--- config.mk ---
export PLATFORM = sky130hd
export DESIGN_NAME = sha1_byte_stream_hasher
export DESIGN_NICKNAME = d
export VERILOG_FILES = /design/src/design/sha1_pkg.sv /design/src/design/sha1_dp.sv /design/src/design/sha1_ctrl.sv /design/src/design/sha1_byte_stream_hasher.sv
export SDC_FILE = /design/constraint.sdc
export NUM_CORES = 2
export LEC_CHECK = 0
export BUFFER_PORTS_ARGS = -buffer_cell sky130_fd_sc_hd__buf_4
export CORE_ASPECT_RATIO = 1.1
export CORE_UTILIZATION = 25
export CTS_CLUSTER_DIAMETER = 150
export DETAILED_ROUTE_END_ITERATION = 10
export SLEW_MARGIN = 20
export SYNTH_ARGS = -nofsm -noshare
export SYNTH_HDL_FRONTEND = slang
export SYNTH_SLANG_ARGS = --single-unit
--- constraint.sdc ---
create_clock -name i_clk -period 42.2 [get_ports i_clk]
set_clock_uncertainty 0.2 [all_clocks]
set_input_delay 2.11 -clock i_clk [delete_from_list [all_inputs] [get_ports i_clk]]
set_output_delay 2.11 -clock i_clk [all_outputs]
set_load 0.01 [all_outputs]
--- src/design/sha1_pkg.sv ---
`timescale 1ns / 1ps
`default_nettype none

package sha1_pkg;

    // initial chaining words
    localparam logic [31:0] H_INIT0 = 32'h67452301;
    localparam logic [31:0] H_INIT1 = 32'hEFCDAB89;
    localparam logic [31:0] H_INIT2 = 32'h98BADCFE;
    localparam logic [31:0] H_INIT3 = 32'h10325476;
    localparam logic [31:0] H_INIT4 = 32'hC3D2E1F0;

    // round constants, one per group of 20 rounds
    localparam logic [31:0] K_GRP0 = 32'h5A827999;
    localparam logic [31:0] K_GRP1 = 32'h6ED9EBA1;
    localparam logic [31:0] K_GRP2 = 32'h8F1BBCDC;
    localparam logic [31:0] K_GRP3 = 32'hCA62C1D6;

    localparam logic [6:0] ROUND_GRP1 = 7'd20;
    localparam logic [6:0] ROUND_GRP2 = 7'd40;
    localparam logic [6:0] ROUND_GRP3 = 7'd60;
    localparam logic [6:0] ROUND_LAST = 7'd79;

    localparam logic [7:0] PAD_MARK_BYTE = 8'h80;
    localparam logic [5:0] BYTE_POS_LAST = 6'd63;
    localparam logic [2:0] WORD_IDX_LAST = 3'd4;

    typedef enum logic [1:0] {
        PAD_MARK = 2'd0,
        PAD_ZERO = 2'd1,
        PAD_LEN  = 2'd2
    } t_pad_sel;

    typedef struct packed {
        logic     load_byte;   // input beat accepted
        logic     pad_start;   // latch length and pad position
        logic     pad_shift;   // shift one pad byte into the block
        t_pad_sel pad_sel;
        logic     comp_load;   // working vars from chaining words
        logic     comp_round;  // one compression round
        logic     comp_add;    // fold working vars into chaining words
        logic     emit;        // move digest to output, reinit chain
    } t_dp_cmd;

    typedef struct packed {
        logic byte_pos_last;   // next message byte fills the block
        logic pad_pos_last;    // next pad byte fills the block
        logic pad_pos_tail;    // pad position is in the length field
        logic round_last;
        logic out_busy;
    } t_dp_sts;

endpackage

`default_nettype wire

--- src/design/sha1_dp.sv ---
`timescale 1ns / 1ps
`default_nettype none

module sha1_dp (
    input  wire logic             i_clk,
    input  wire logic             i_rst_n,
    input  wire sha1_pkg::t_dp_cmd i_cmd,
    output sha1_pkg::t_dp_sts     o_sts,
    input  wire logic [7:0]       i_data_byte,
    input  wire logic             i_has_byte,
    input  wire logic             i_out_ready,
    output logic                  o_out_valid,
    output logic [31:0]           o_digest_word,
    output logic [2:0]            o_word_index,
    output logic                  o_last_word
);

    logic [511:0] r_blk;
    logic [63:0]  r_count;
    logic [63:0]  n_count;
    logic [63:0]  r_len;
    logic [5:0]   r_pos;
    logic [6:0]   r_round;
    logic [31:0]  r_a, r_b, r_c, r_d, r_e;
    logic [31:0]  r_h [5];
    logic [159:0] r_obuf;
    logic         r_ovalid;
    logic [2:0]   r_oidx;

    logic [63:0]  len_sh;
    logic [7:0]   pad_byte;
    logic [31:0]  w0, w2, w8, w13, w_mix, w_new;
    logic [31:0]  f, k, t;

    assign n_count = r_count + (i_has_byte ? 64'd8 : 64'd0);

    // length bytes go out most significant first
    assign len_sh = r_len << {r_pos[2:0], 3'b000};

    always_comb begin
        unique case (i_cmd.pad_sel)
            sha1_pkg::PAD_MARK: pad_byte = sha1_pkg::PAD_MARK_BYTE;
            sha1_pkg::PAD_LEN:  pad_byte = len_sh[63:56];
            default:            pad_byte = 8'h00;
        endcase
    end

    // schedule window: word j of the window sits at bits 511-32j
    assign w0    = r_blk[511:480];
    assign w2    = r_blk[447:416];
    assign w8    = r_blk[255:224];
    assign w13   = r_blk[95:64];
    assign w_mix = w13 ^ w8 ^ w2 ^ w0;
    assign w_new = {w_mix[30:0], w_mix[31]};

    always_comb begin
        priority if (r_round < sha1_pkg::ROUND_GRP1) begin
            f = (r_b & r_c) | (~r_b & r_d);
            k = sha1_pkg::K_GRP0;
        end else if (r_round < sha1_pkg::ROUND_GRP2) begin
            f = r_b ^ r_c ^ r_d;
            k = sha1_pkg::K_GRP1;
        end else if (r_round < sha1_pkg::ROUND_GRP3) begin
            f = (r_b & r_c) | (r_b & r_d) | (r_c & r_d);
            k = sha1_pkg::K_GRP2;
        end else begin
            f = r_b ^ r_c ^ r_d;
            k = sha1_pkg::K_GRP3;
        end
    end

    assign t = {r_a[26:0], r_a[31:27]} + f + r_e + k + w0;

    always_ff @(posedge i_clk) begin
        if (i_cmd.load_byte && i_has_byte) begin
            r_blk <= {r_blk[503:0], i_data_byte};
        end else if (i_cmd.pad_shift) begin
            r_blk <= {r_blk[503:0], pad_byte};
        end else if (i_cmd.comp_round) begin
            r_blk <= {r_blk[479:0], w_new};
        end
    end

    always_ff @(posedge i_clk) begin
        if (i_cmd.pad_start) begin
            r_len <= n_count;
            r_pos <= n_count[8:3];
        end else if (i_cmd.pad_shift) begin
            r_pos <= r_pos + 6'd1;
        end
    end

    always_ff @(posedge i_clk) begin
        if (i_cmd.comp_load) begin
            r_a <= r_h[0];
            r_b <= r_h[1];
            r_c <= r_h[2];
            r_d <= r_h[3];
            r_e <= r_h[4];
        end else if (i_cmd.comp_round) begin
            r_a <= t;
            r_b <= r_a;
            r_c <= {r_b[1:0], r_b[31:2]};
            r_d <= r_c;
            r_e <= r_d;
        end
    end

    always_ff @(posedge i_clk) begin
        if (!i_rst_n) begin
            r_count <= '0;
            r_round <= '0;
            r_h[0]  <= sha1_pkg::H_INIT0;
            r_h[1]  <= sha1_pkg::H_INIT1;
            r_h[2]  <= sha1_pkg::H_INIT2;
            r_h[3]  <= sha1_pkg::H_INIT3;
            r_h[4]  <= sha1_pkg::H_INIT4;
        end else begin
            if (i_cmd.emit) begin
                r_count <= '0;
            end else if (i_cmd.load_byte) begin
                r_count <= n_count;
            end

            if (i_cmd.comp_load) begin
                r_round <= '0;
            end else if (i_cmd.comp_round) begin
                r_round <= r_round + 7'd1;
            end

            if (i_cmd.emit) begin
                r_h[0] <= sha1_pkg::H_INIT0;
                r_h[1] <= sha1_pkg::H_INIT1;
                r_h[2] <= sha1_pkg::H_INIT2;
                r_h[3] <= sha1_pkg::H_INIT3;
                r_h[4] <= sha1_pkg::H_INIT4;
            end else if (i_cmd.comp_add) begin
                r_h[0] <= r_h[0] + r_a;
                r_h[1] <= r_h[1] + r_b;
                r_h[2] <= r_h[2] + r_c;
                r_h[3] <= r_h[3] + r_d;
                r_h[4] <= r_h[4] + r_e;
            end
        end
    end

    // digest output register, drained one word per beat
    always_ff @(posedge i_clk) begin
        if (i_cmd.emit) begin
            r_obuf <= {r_h[0], r_h[1], r_h[2], r_h[3], r_h[4]};
        end else if (r_ovalid && i_out_ready) begin
            r_obuf <= {r_obuf[127:0], 32'h0};
        end
    end

    always_ff @(posedge i_clk) begin
        if (!i_rst_n) begin
            r_ovalid <= 1'b0;
            r_oidx   <= '0;
        end else if (i_cmd.emit) begin
            r_ovalid <= 1'b1;
            r_oidx   <= '0;
        end else if (r_ovalid && i_out_ready) begin
            r_oidx <= r_oidx + 3'd1;
            if (r_oidx == sha1_pkg::WORD_IDX_LAST) begin
                r_ovalid <= 1'b0;
            end
        end
    end

    assign o_out_valid   = r_ovalid;
    assign o_digest_word = r_obuf[159:128];
    assign o_word_index  = r_oidx;
    assign o_last_word   = (r_oidx == sha1_pkg::WORD_IDX_LAST);

    assign o_sts.byte_pos_last = (r_count[8:3] == sha1_pkg::BYTE_POS_LAST);
    assign o_sts.pad_pos_last  = (r_pos == sha1_pkg::BYTE_POS_LAST);
    assign o_sts.pad_pos_tail  = (r_pos[5:3] == 3'b111);
    assign o_sts.round_last    = (r_round == sha1_pkg::ROUND_LAST);
    assign o_sts.out_busy      = r_ovalid;

endmodule

`default_nettype wire

--- src/design/sha1_ctrl.sv ---
`timescale 1ns / 1ps
`default_nettype none

module sha1_ctrl (
    input  wire logic              i_clk,
    input  wire logic              i_rst_n,
    input  wire logic              i_in_valid,
    input  wire logic              i_has_byte,
    input  wire logic              i_is_last,
    output logic                   o_in_ready,
    input  wire sha1_pkg::t_dp_sts i_sts,
    output sha1_pkg::t_dp_cmd      o_cmd
);

    typedef enum logic [5:0] {
        ST_IDLE   = 6'b000001,
        ST_PAD    = 6'b000010,
        ST_CLOAD  = 6'b000100,
        ST_CROUND = 6'b001000,
        ST_CADD   = 6'b010000,
        ST_FIN    = 6'b100000
    } t_state;

    t_state r_state, n_state;
    t_state r_ret, n_ret;
    logic   r_sent80, n_sent80;
    logic   r_tail, n_tail;

    always_ff @(posedge i_clk) begin
        if (!i_rst_n) begin
            r_state  <= ST_IDLE;
            r_ret    <= ST_IDLE;
            r_sent80 <= 1'b0;
            r_tail   <= 1'b0;
        end else begin
            r_state  <= n_state;
            r_ret    <= n_ret;
            r_sent80 <= n_sent80;
            r_tail   <= n_tail;
        end
    end

    always_comb begin
        n_state    = r_state;
        n_ret      = r_ret;
        n_sent80   = r_sent80;
        n_tail     = r_tail;
        o_in_ready = 1'b0;
        o_cmd      = '0;
        o_cmd.pad_sel = sha1_pkg::PAD_ZERO;

        unique case (r_state)
            ST_IDLE: begin
                o_in_ready = 1'b1;
                if (i_in_valid) begin
                    o_cmd.load_byte = 1'b1;
                    o_cmd.pad_start = i_is_last;
                    if (i_has_byte && i_sts.byte_pos_last) begin
                        n_state = ST_CLOAD;
                        n_ret   = i_is_last ? ST_PAD : ST_IDLE;
                    end else if (i_is_last) begin
                        n_state = ST_PAD;
                    end
                end
            end
            ST_PAD: begin
                o_cmd.pad_shift = 1'b1;
                priority if (!r_sent80) begin
                    o_cmd.pad_sel = sha1_pkg::PAD_MARK;
                end else if (i_sts.pad_pos_tail && !r_tail) begin
                    o_cmd.pad_sel = sha1_pkg::PAD_LEN;
                end else begin
                    o_cmd.pad_sel = sha1_pkg::PAD_ZERO;
                end
                n_sent80 = 1'b1;
                // a mark in the length field pushes the length to the next block
                if (i_sts.pad_pos_last) begin
                    n_tail = 1'b0;
                end else if (!r_sent80) begin
                    n_tail = i_sts.pad_pos_tail;
                end
                if (i_sts.pad_pos_last) begin
                    n_state = ST_CLOAD;
                    n_ret   = (r_sent80 && !r_tail) ? ST_FIN : ST_PAD;
                end
            end
            ST_CLOAD: begin
                o_cmd.comp_load = 1'b1;
                n_state = ST_CROUND;
            end
            ST_CROUND: begin
                o_cmd.comp_round = 1'b1;
                if (i_sts.round_last) begin
                    n_state = ST_CADD;
                end
            end
            ST_CADD: begin
                o_cmd.comp_add = 1'b1;
                n_state = r_ret;
            end
            ST_FIN: begin
                // hold until the previous digest has drained
                if (!i_sts.out_busy) begin
                    o_cmd.emit = 1'b1;
                    n_sent80 = 1'b0;
                    n_tail   = 1'b0;
                    n_state  = ST_IDLE;
                end
            end
            default: begin
                n_state = ST_IDLE;
            end
        endcase
    end

endmodule

`default_nettype wire

--- src/design/sha1_byte_stream_hasher.sv ---
// SHA-1 hasher over a byte stream.
// Input channel (i_in_valid / o_in_ready): one beat carries i_data_byte, i_has_byte and
// i_is_last. A byte is appended when i_has_byte is set; i_is_last ends the message
// after that byte (or with no byte), and a beat with neither changes nothing.
// Output channel (o_out_valid / i_out_ready): five beats per message, digest word 0
// first, o_word_index 0..4, o_last_word on the fifth.
// A byte that completes a 64-byte block adds a compression (load, 80 rounds on the
// single round unit, chaining add). Finishing shifts in one pad byte per cycle up to
// the end of the block, with one compression per padded block (one or two), then the
// finish state loads the digest into the output register.
// The input is taken only while no block work is running. Digest words wait in an
// output register, so new bytes are accepted while the receiver stalls; the next
// finish waits until the previous digest has fully drained.
// Reset loads the standard initial chaining words, clears the bit count and drops
// any pending digest.
`timescale 1ns / 1ps
`default_nettype none

module sha1_byte_stream_hasher (
    input  wire logic        i_clk,
    input  wire logic        i_rst_n,
    input  wire logic        i_in_valid,
    output logic             o_in_ready,
    input  wire logic [7:0]  i_data_byte,
    input  wire logic        i_has_byte,
    input  wire logic        i_is_last,
    output logic             o_out_valid,
    input  wire logic        i_out_ready,
    output logic [31:0]      o_digest_word,
    output logic [2:0]       o_word_index,
    output logic             o_last_word
);

    sha1_pkg::t_dp_cmd cmd;
    sha1_pkg::t_dp_sts sts;

    sha1_ctrl u_ctrl (
        .i_clk      (i_clk),
        .i_rst_n    (i_rst_n),
        .i_in_valid (i_in_valid),
        .i_has_byte (i_has_byte),
        .i_is_last  (i_is_last),
        .o_in_ready (o_in_ready),
        .i_sts      (sts),
        .o_cmd      (cmd)
    );

    sha1_dp u_dp (
        .i_clk         (i_clk),
        .i_rst_n       (i_rst_n),
        .i_cmd         (cmd),
        .o_sts         (sts),
        .i_data_byte   (i_data_byte),
        .i_has_byte    (i_has_byte),
        .i_out_ready   (i_out_ready),
        .o_out_valid   (o_out_valid),
        .o_digest_word (o_digest_word),
        .o_word_index  (o_word_index),
        .o_last_word   (o_last_word)
    );

    // a finish always occupies the block for at least the padding cycle
    a_last_busies: assert property (@(posedge i_clk) disable iff (!i_rst_n)
        i_in_valid && o_in_ready && i_is_last |=> !o_in_ready)
        else $error("input accepted right after a finishing beat");

    // digest words advance by one per beat
    a_word_order: assert property (@(posedge i_clk) disable iff (!i_rst_n)
        o_out_valid && i_out_ready && !o_last_word |=>
        o_out_valid && (o_word_index == $past(o_word_index) + 3'd1))
        else $error("digest word sequence broken");

    // only one digest is in flight at a time
    a_single_digest: assert property (@(posedge i_clk) disable iff (!i_rst_n)
        o_out_valid && i_out_ready && o_last_word |=> !o_out_valid)
        else $error("new digest started on the beat after the last word");

endmodule

`default_nettype wire
==> impl_metrics.py <==
metrics = {
    "detailed_routing": {
        "drt_first_pass_iters": 6,
        "dr.first_iter.drc_count": 3274,
        "drc": 0,
        "via_count_of_the_routed_design": 39100,
        "via_cell_ratio": 4.57,
        "final_antenna_net_count": 0,
        "avg_wl_per_cell_um": 18.0,
        "wirelength_um": 154000,
    },
    "yosys": {
        "async_flop_share_pct": 0,
        "synth_warnings": 0,
        "mappedNetlistArea_um2": 61100,
        "synth.avg_cell_area_um2": 11.8,
        "postSynthCellCount": 5198,
        "mappedNetlistNets": 5562,
        "synth.lib_cells_used.distinct": 84,
        "combinational_family_with_the_most_area_after_synthesis": "simple AND/OR/NAND/NOR gates",
        "flops_latches_synth": 1142,
        "synth.area.mux_share_pct": 9.18,
        "synthXorXnorAreaFrac_pct": 5.22,
        "synth_simple_gate_area_share_pct": 12.2,
        "synth_edf_count": 1059,
        "synth-compound-area-share_pct": 6.92,
        "synth.yosys.seq_area_share_pct": 54.7,
        "synth_flop_cell": "sky130_fd_sc_hd__edfxtp_1",
        "synthAdderAreaFrac_pct": 8.69,
    },
    "finish": {
        "fin_area_um2": 69100,
        "layout-drive-gt1-share_pct": 14.8,
        "syn2layout_area_growth_pct": 13.1,
        "design.final.nets": 5557,
        "finish.cell_count_without_fillers": 8563,
    },
    "clocking": {
        "cts_root_buf": "sky130_fd_sc_hd__clkbuf_16",
        "postCtsHoldBufs": 0,
        "htree_levels": 4,
        "ctsResizeCount": 0,
        "insertion_delay_ns": 0.79,
        "clk_path_buf_depth": 3,
        "cts_buf_count": 134,
        "numClockSinks": 1142,
        "post_cts.repair.setup_buffers": 0,
        "clock_slew_at_reported_path_ffs_ns": 0.06,
        "tritoncts": "done",
    },
    "floorplanning": {
        "initial_utilization_pct": 25.1,
        "placeableCoreArea_um2": 243000,
        "die_area_um2": 246000,
        "chipHeight_um": 521,
        "floorplan.io_pins": 52,
        "die_width_um": 473,
        "rows": 190,
    },
    "critical_path": {
        "ff2ff_setup_slack_ns": 34.51,
        "timing.setup.critical_path_class": "reg2reg",
        "cp.required_ns": 42.49,
        "crit_fanout": 25,
        "worstReg2RegEnd": "u_dp.r_a[28]",
        "worst_reg2reg_path_length_in_cells": 24,
        "start_kind": "register",
        "r2r_start": "u_dp.r_round[4]",
        "worst_setup_path_end_kind": "register",
        "worst-endpoint-arrival_ns": 7.98,
    },
    "pwr": {
        "leakagePower_uw": 0.0251,
        "share_comb_of_total_power_pct": 22.9,
        "power.switching_uw": 1050,
        "clockPowerShare_pct": 31.2,
        "netSwitchingFraction_pct": 29.1,
        "vdd.ir_drop.worst_v": 0.0000484,
        "sequentialPowerShare_pct": 45.9,
        "p_int_uw": 2550,
        "power_density_nw_per_um2": 52.0,
    },
    "run": {
        "drv.max_cap_violation_count": 0,
    },
    "global_routing": {
        "initial_antenna_violation_count": 6,
        "global_route.usage.met3_pct": 2.07,
        "grt_util_all_layers_pct": 12.3,
        "gr-total-overflow": 0,
        "gr-usage-met2_pct": 19.9,
        "maximum_number_of_pins_on_one_net_before_global_route_repair": 224,
        "grt_busiest_layer": "met2",
        "grt_first_pass_wirelength_um": 236000,
        "first_global_vias": 39000,
        "met1_usage_grt_pct": 16.7,
    },
    "sta": {
        "final.setup.tns_ns": 0,
        "slew_headroom_pct": 24.0,
        "timing_max_transition_violations_final": 0,
        "hold-worst-slack_ns": 0.277,
        "min_period_over_period_pct": 18.2,
        "layout_min_cycle_time_ns": 7.69,
        "timing.final.setup_violations": 0,
        "worst_slew_pin_slew_ns": 1.14,
        "rsz0062_at_grt": "false",
        "achievable-frequency_mhz": 130,
        "timing_hold_violations_final": 0,
    },
    "min_path": {
        "min_delay_path_depth": 2,
        "hold-path-endpoint": "u_ctrl.r_ret[1]",
        "worst_hold_path_type": "reg2reg",
        "holdCritStartpoint": "u_ctrl.r_ret[1]",
    },
    "placement": {
        "io_buffers": 51,
        "gpl.final_weighted_congestion": 0.888,
        "placed_cell_area_um2": 64900,
        "dp.final_hpwl_um": 107000,
        "dpl.cell_count": 8321,
    },
    "status": {
        "run_status": "finished clean",
    },
}
## placed cells by master, fill, tap and decap left out, drive strengths merged, types with 124 or more instances in the layout
cell,Yosys,routed
o21ai,188,188
mux2,465,465
edfxtp,1059,1059
ha,226,226
inv,217,225
nand2,1019,1019
xor2,148,148
clkbuf,166,179
xnor2,216,216
fa,124,124
a21oi,197,197
nor2,323,323
## layer usage
layer,up-vias,part of all wire (%)
met3,227,5.5
met5,-,0.015
li1,18400,-
met4,4,2.4
met1,19400,45
met2,1080,47
## critical path, cell delays in order, from the launching register on
cell and delay [ns]:
sky130_fd_sc_hd__dfxtp_1 0.39, sky130_fd_sc_hd__a41oi_1 0.74, sky130_fd_sc_hd__inv_1 0.34, sky130_fd_sc_hd__nor2_1 0.30, sky130_fd_sc_hd__clkinv_1 0.14, sky130_fd_sc_hd__nand2_1 0.38
sky130_fd_sc_hd__buf_4 0.39, sky130_fd_sc_hd__nor2_1 0.08, sky130_fd_sc_hd__nor2_1 0.16, sky130_fd_sc_hd__fa_1 0.45, sky130_fd_sc_hd__fa_1 0.56, sky130_fd_sc_hd__inv_1 0.06
sky130_fd_sc_hd__fa_1 0.53, sky130_fd_sc_hd__inv_1 0.04, sky130_fd_sc_hd__ha_1 0.35, sky130_fd_sc_hd__a21oi_1 0.17, sky130_fd_sc_hd__o21ai_0 0.16, sky130_fd_sc_hd__a21oi_1 0.17
sky130_fd_sc_hd__a21oi_1 0.14, sky130_fd_sc_hd__a2111oi_0 0.62, sky130_fd_sc_hd__o211ai_1 0.31, sky130_fd_sc_hd__o311ai_0 0.37, sky130_fd_sc_hd__nand2b_1 0.11, sky130_fd_sc_hd__xnor2_1 0.13
sky130_fd_sc_hd__o21ai_0 0.09
## registers in the layout, indices dropped and copies added, names as in the netlist
register	cells
u_dp.r_len	61
u_dp.r_obuf	160
u_ctrl.r_state	6
u_dp.r_c	32
u_dp.r_round	7
u_dp.r_b	32
u_ctrl.r_sent80	1
u_ctrl.r_tail	1
u_dp.r_pos	6
u_dp.r_h	160
u_dp.r_e	32
u_dp.r_count	61
u_dp.r_d	32
u_dp.r_blk	512
u_dp.r_a	32
u_ctrl.r_ret	3
u_dp.o_word_index	3
u_dp.o_out_valid	1
## through the flow
| stage | setup WS [ns] | power [µW] | utilization [%] |
|---|---|---|---|
| 2_1_floorplan | 26.44 | 2350 | - |
| 3_3_place_gp | 34.71 | 2470 | 26.7 |
| 3_5_place_dp | 34.54 | 2500 | 26.7 |
| 4_1_cts | 34.49 | 3630 | 28.4 |
| 5_1_grt | 33.96 | 3760 | 28.4 |
| 6_report | 34.51 | 3590 | 28.4 |
## power groups by stage
stage                     sequential, µW  clock [µW]  combinational (µW)
after CTS                           1650        1150                 829
final                               1650        1120                 821
after global routing                1670        1190                 904
after detailed placement            1670           0                 824
after global placement              1670           0                 804
after floorplan                     1720           0                 638
## kinds of logic after synthesis
| kind of cell | count (synthesis) |
|---|---|
| AND/OR/NAND/NOR | 1734 |
| multiplexers | 486 |
| buffers and inverters | 445 |
| XOR/XNOR | 364 |
| adder cells (fa/ha/maj) | 350 |
| AO/OA/AOI/OAI | 677 |
| flip-flops | 1142 |
## Yosys cell counts (all sizes together), types with 21 or more instances
| master | count | area, µm² |
|---|---|---|
| a211oi | 22 | 165 |
| a21o | 67 | 503 |
| a21oi | 197 | 986 |
| and2 | 48 | 300 |
| and3 | 36 | 231 |
| buf | 61 | 383 |
| clkbuf | 166 | 636 |
| dfxtp | 83 | 1660 |
| edfxtp | 1059 | 31800 |
| fa | 124 | 2480 |
| ha | 226 | 2830 |
| inv | 217 | 815 |
| mux2 | 465 | 5240 |
| nand2 | 1019 | 3820 |
| nand2b | 37 | 231 |
| nand3 | 74 | 388 |
| nand4 | 28 | 205 |
| nor2 | 323 | 1220 |
| nor2b | 58 | 363 |
| nor3 | 36 | 191 |
| o211ai | 22 | 165 |
| o21a | 22 | 165 |
| o21ai | 188 | 941 |
| o32ai | 21 | 184 |
| or3 | 31 | 200 |
| xnor2 | 216 | 1890 |
| xor2 | 148 | 1300 |
## how the worst max path moves through the flow
stage                    start             to  slack, ns  depth (start not counted)
2_1_floorplan       i_in_valid  u_dp.r_blk[0]      26.44                          7
3_3_place_gp   u_dp.r_round[4]   u_dp.r_a[28]      34.71                         24
3_5_place_dp   u_dp.r_round[4]   u_dp.r_a[28]      34.54                         24
4_1_cts        u_dp.r_round[4]   u_dp.r_a[28]      34.49                         24
5_1_grt        u_dp.r_round[3]   u_dp.r_a[28]      33.96                         24
6_report       u_dp.r_round[4]   u_dp.r_a[28]      34.51                         24
## layout make-up
class / count / area [µm²]
timing repair buffer: 86 / 683
clock inverter: 61 / 488
multi-input combinational: 3611 / 25900
fill: 25000 / 174000
antenna: 2 / 5.00
sequential: 1142 / 33500
inverter: 218 / 818
tap: 3264 / 4080
clock buffer: 179 / 3660
Note: power is estimated with default switching activity, not from simulation.
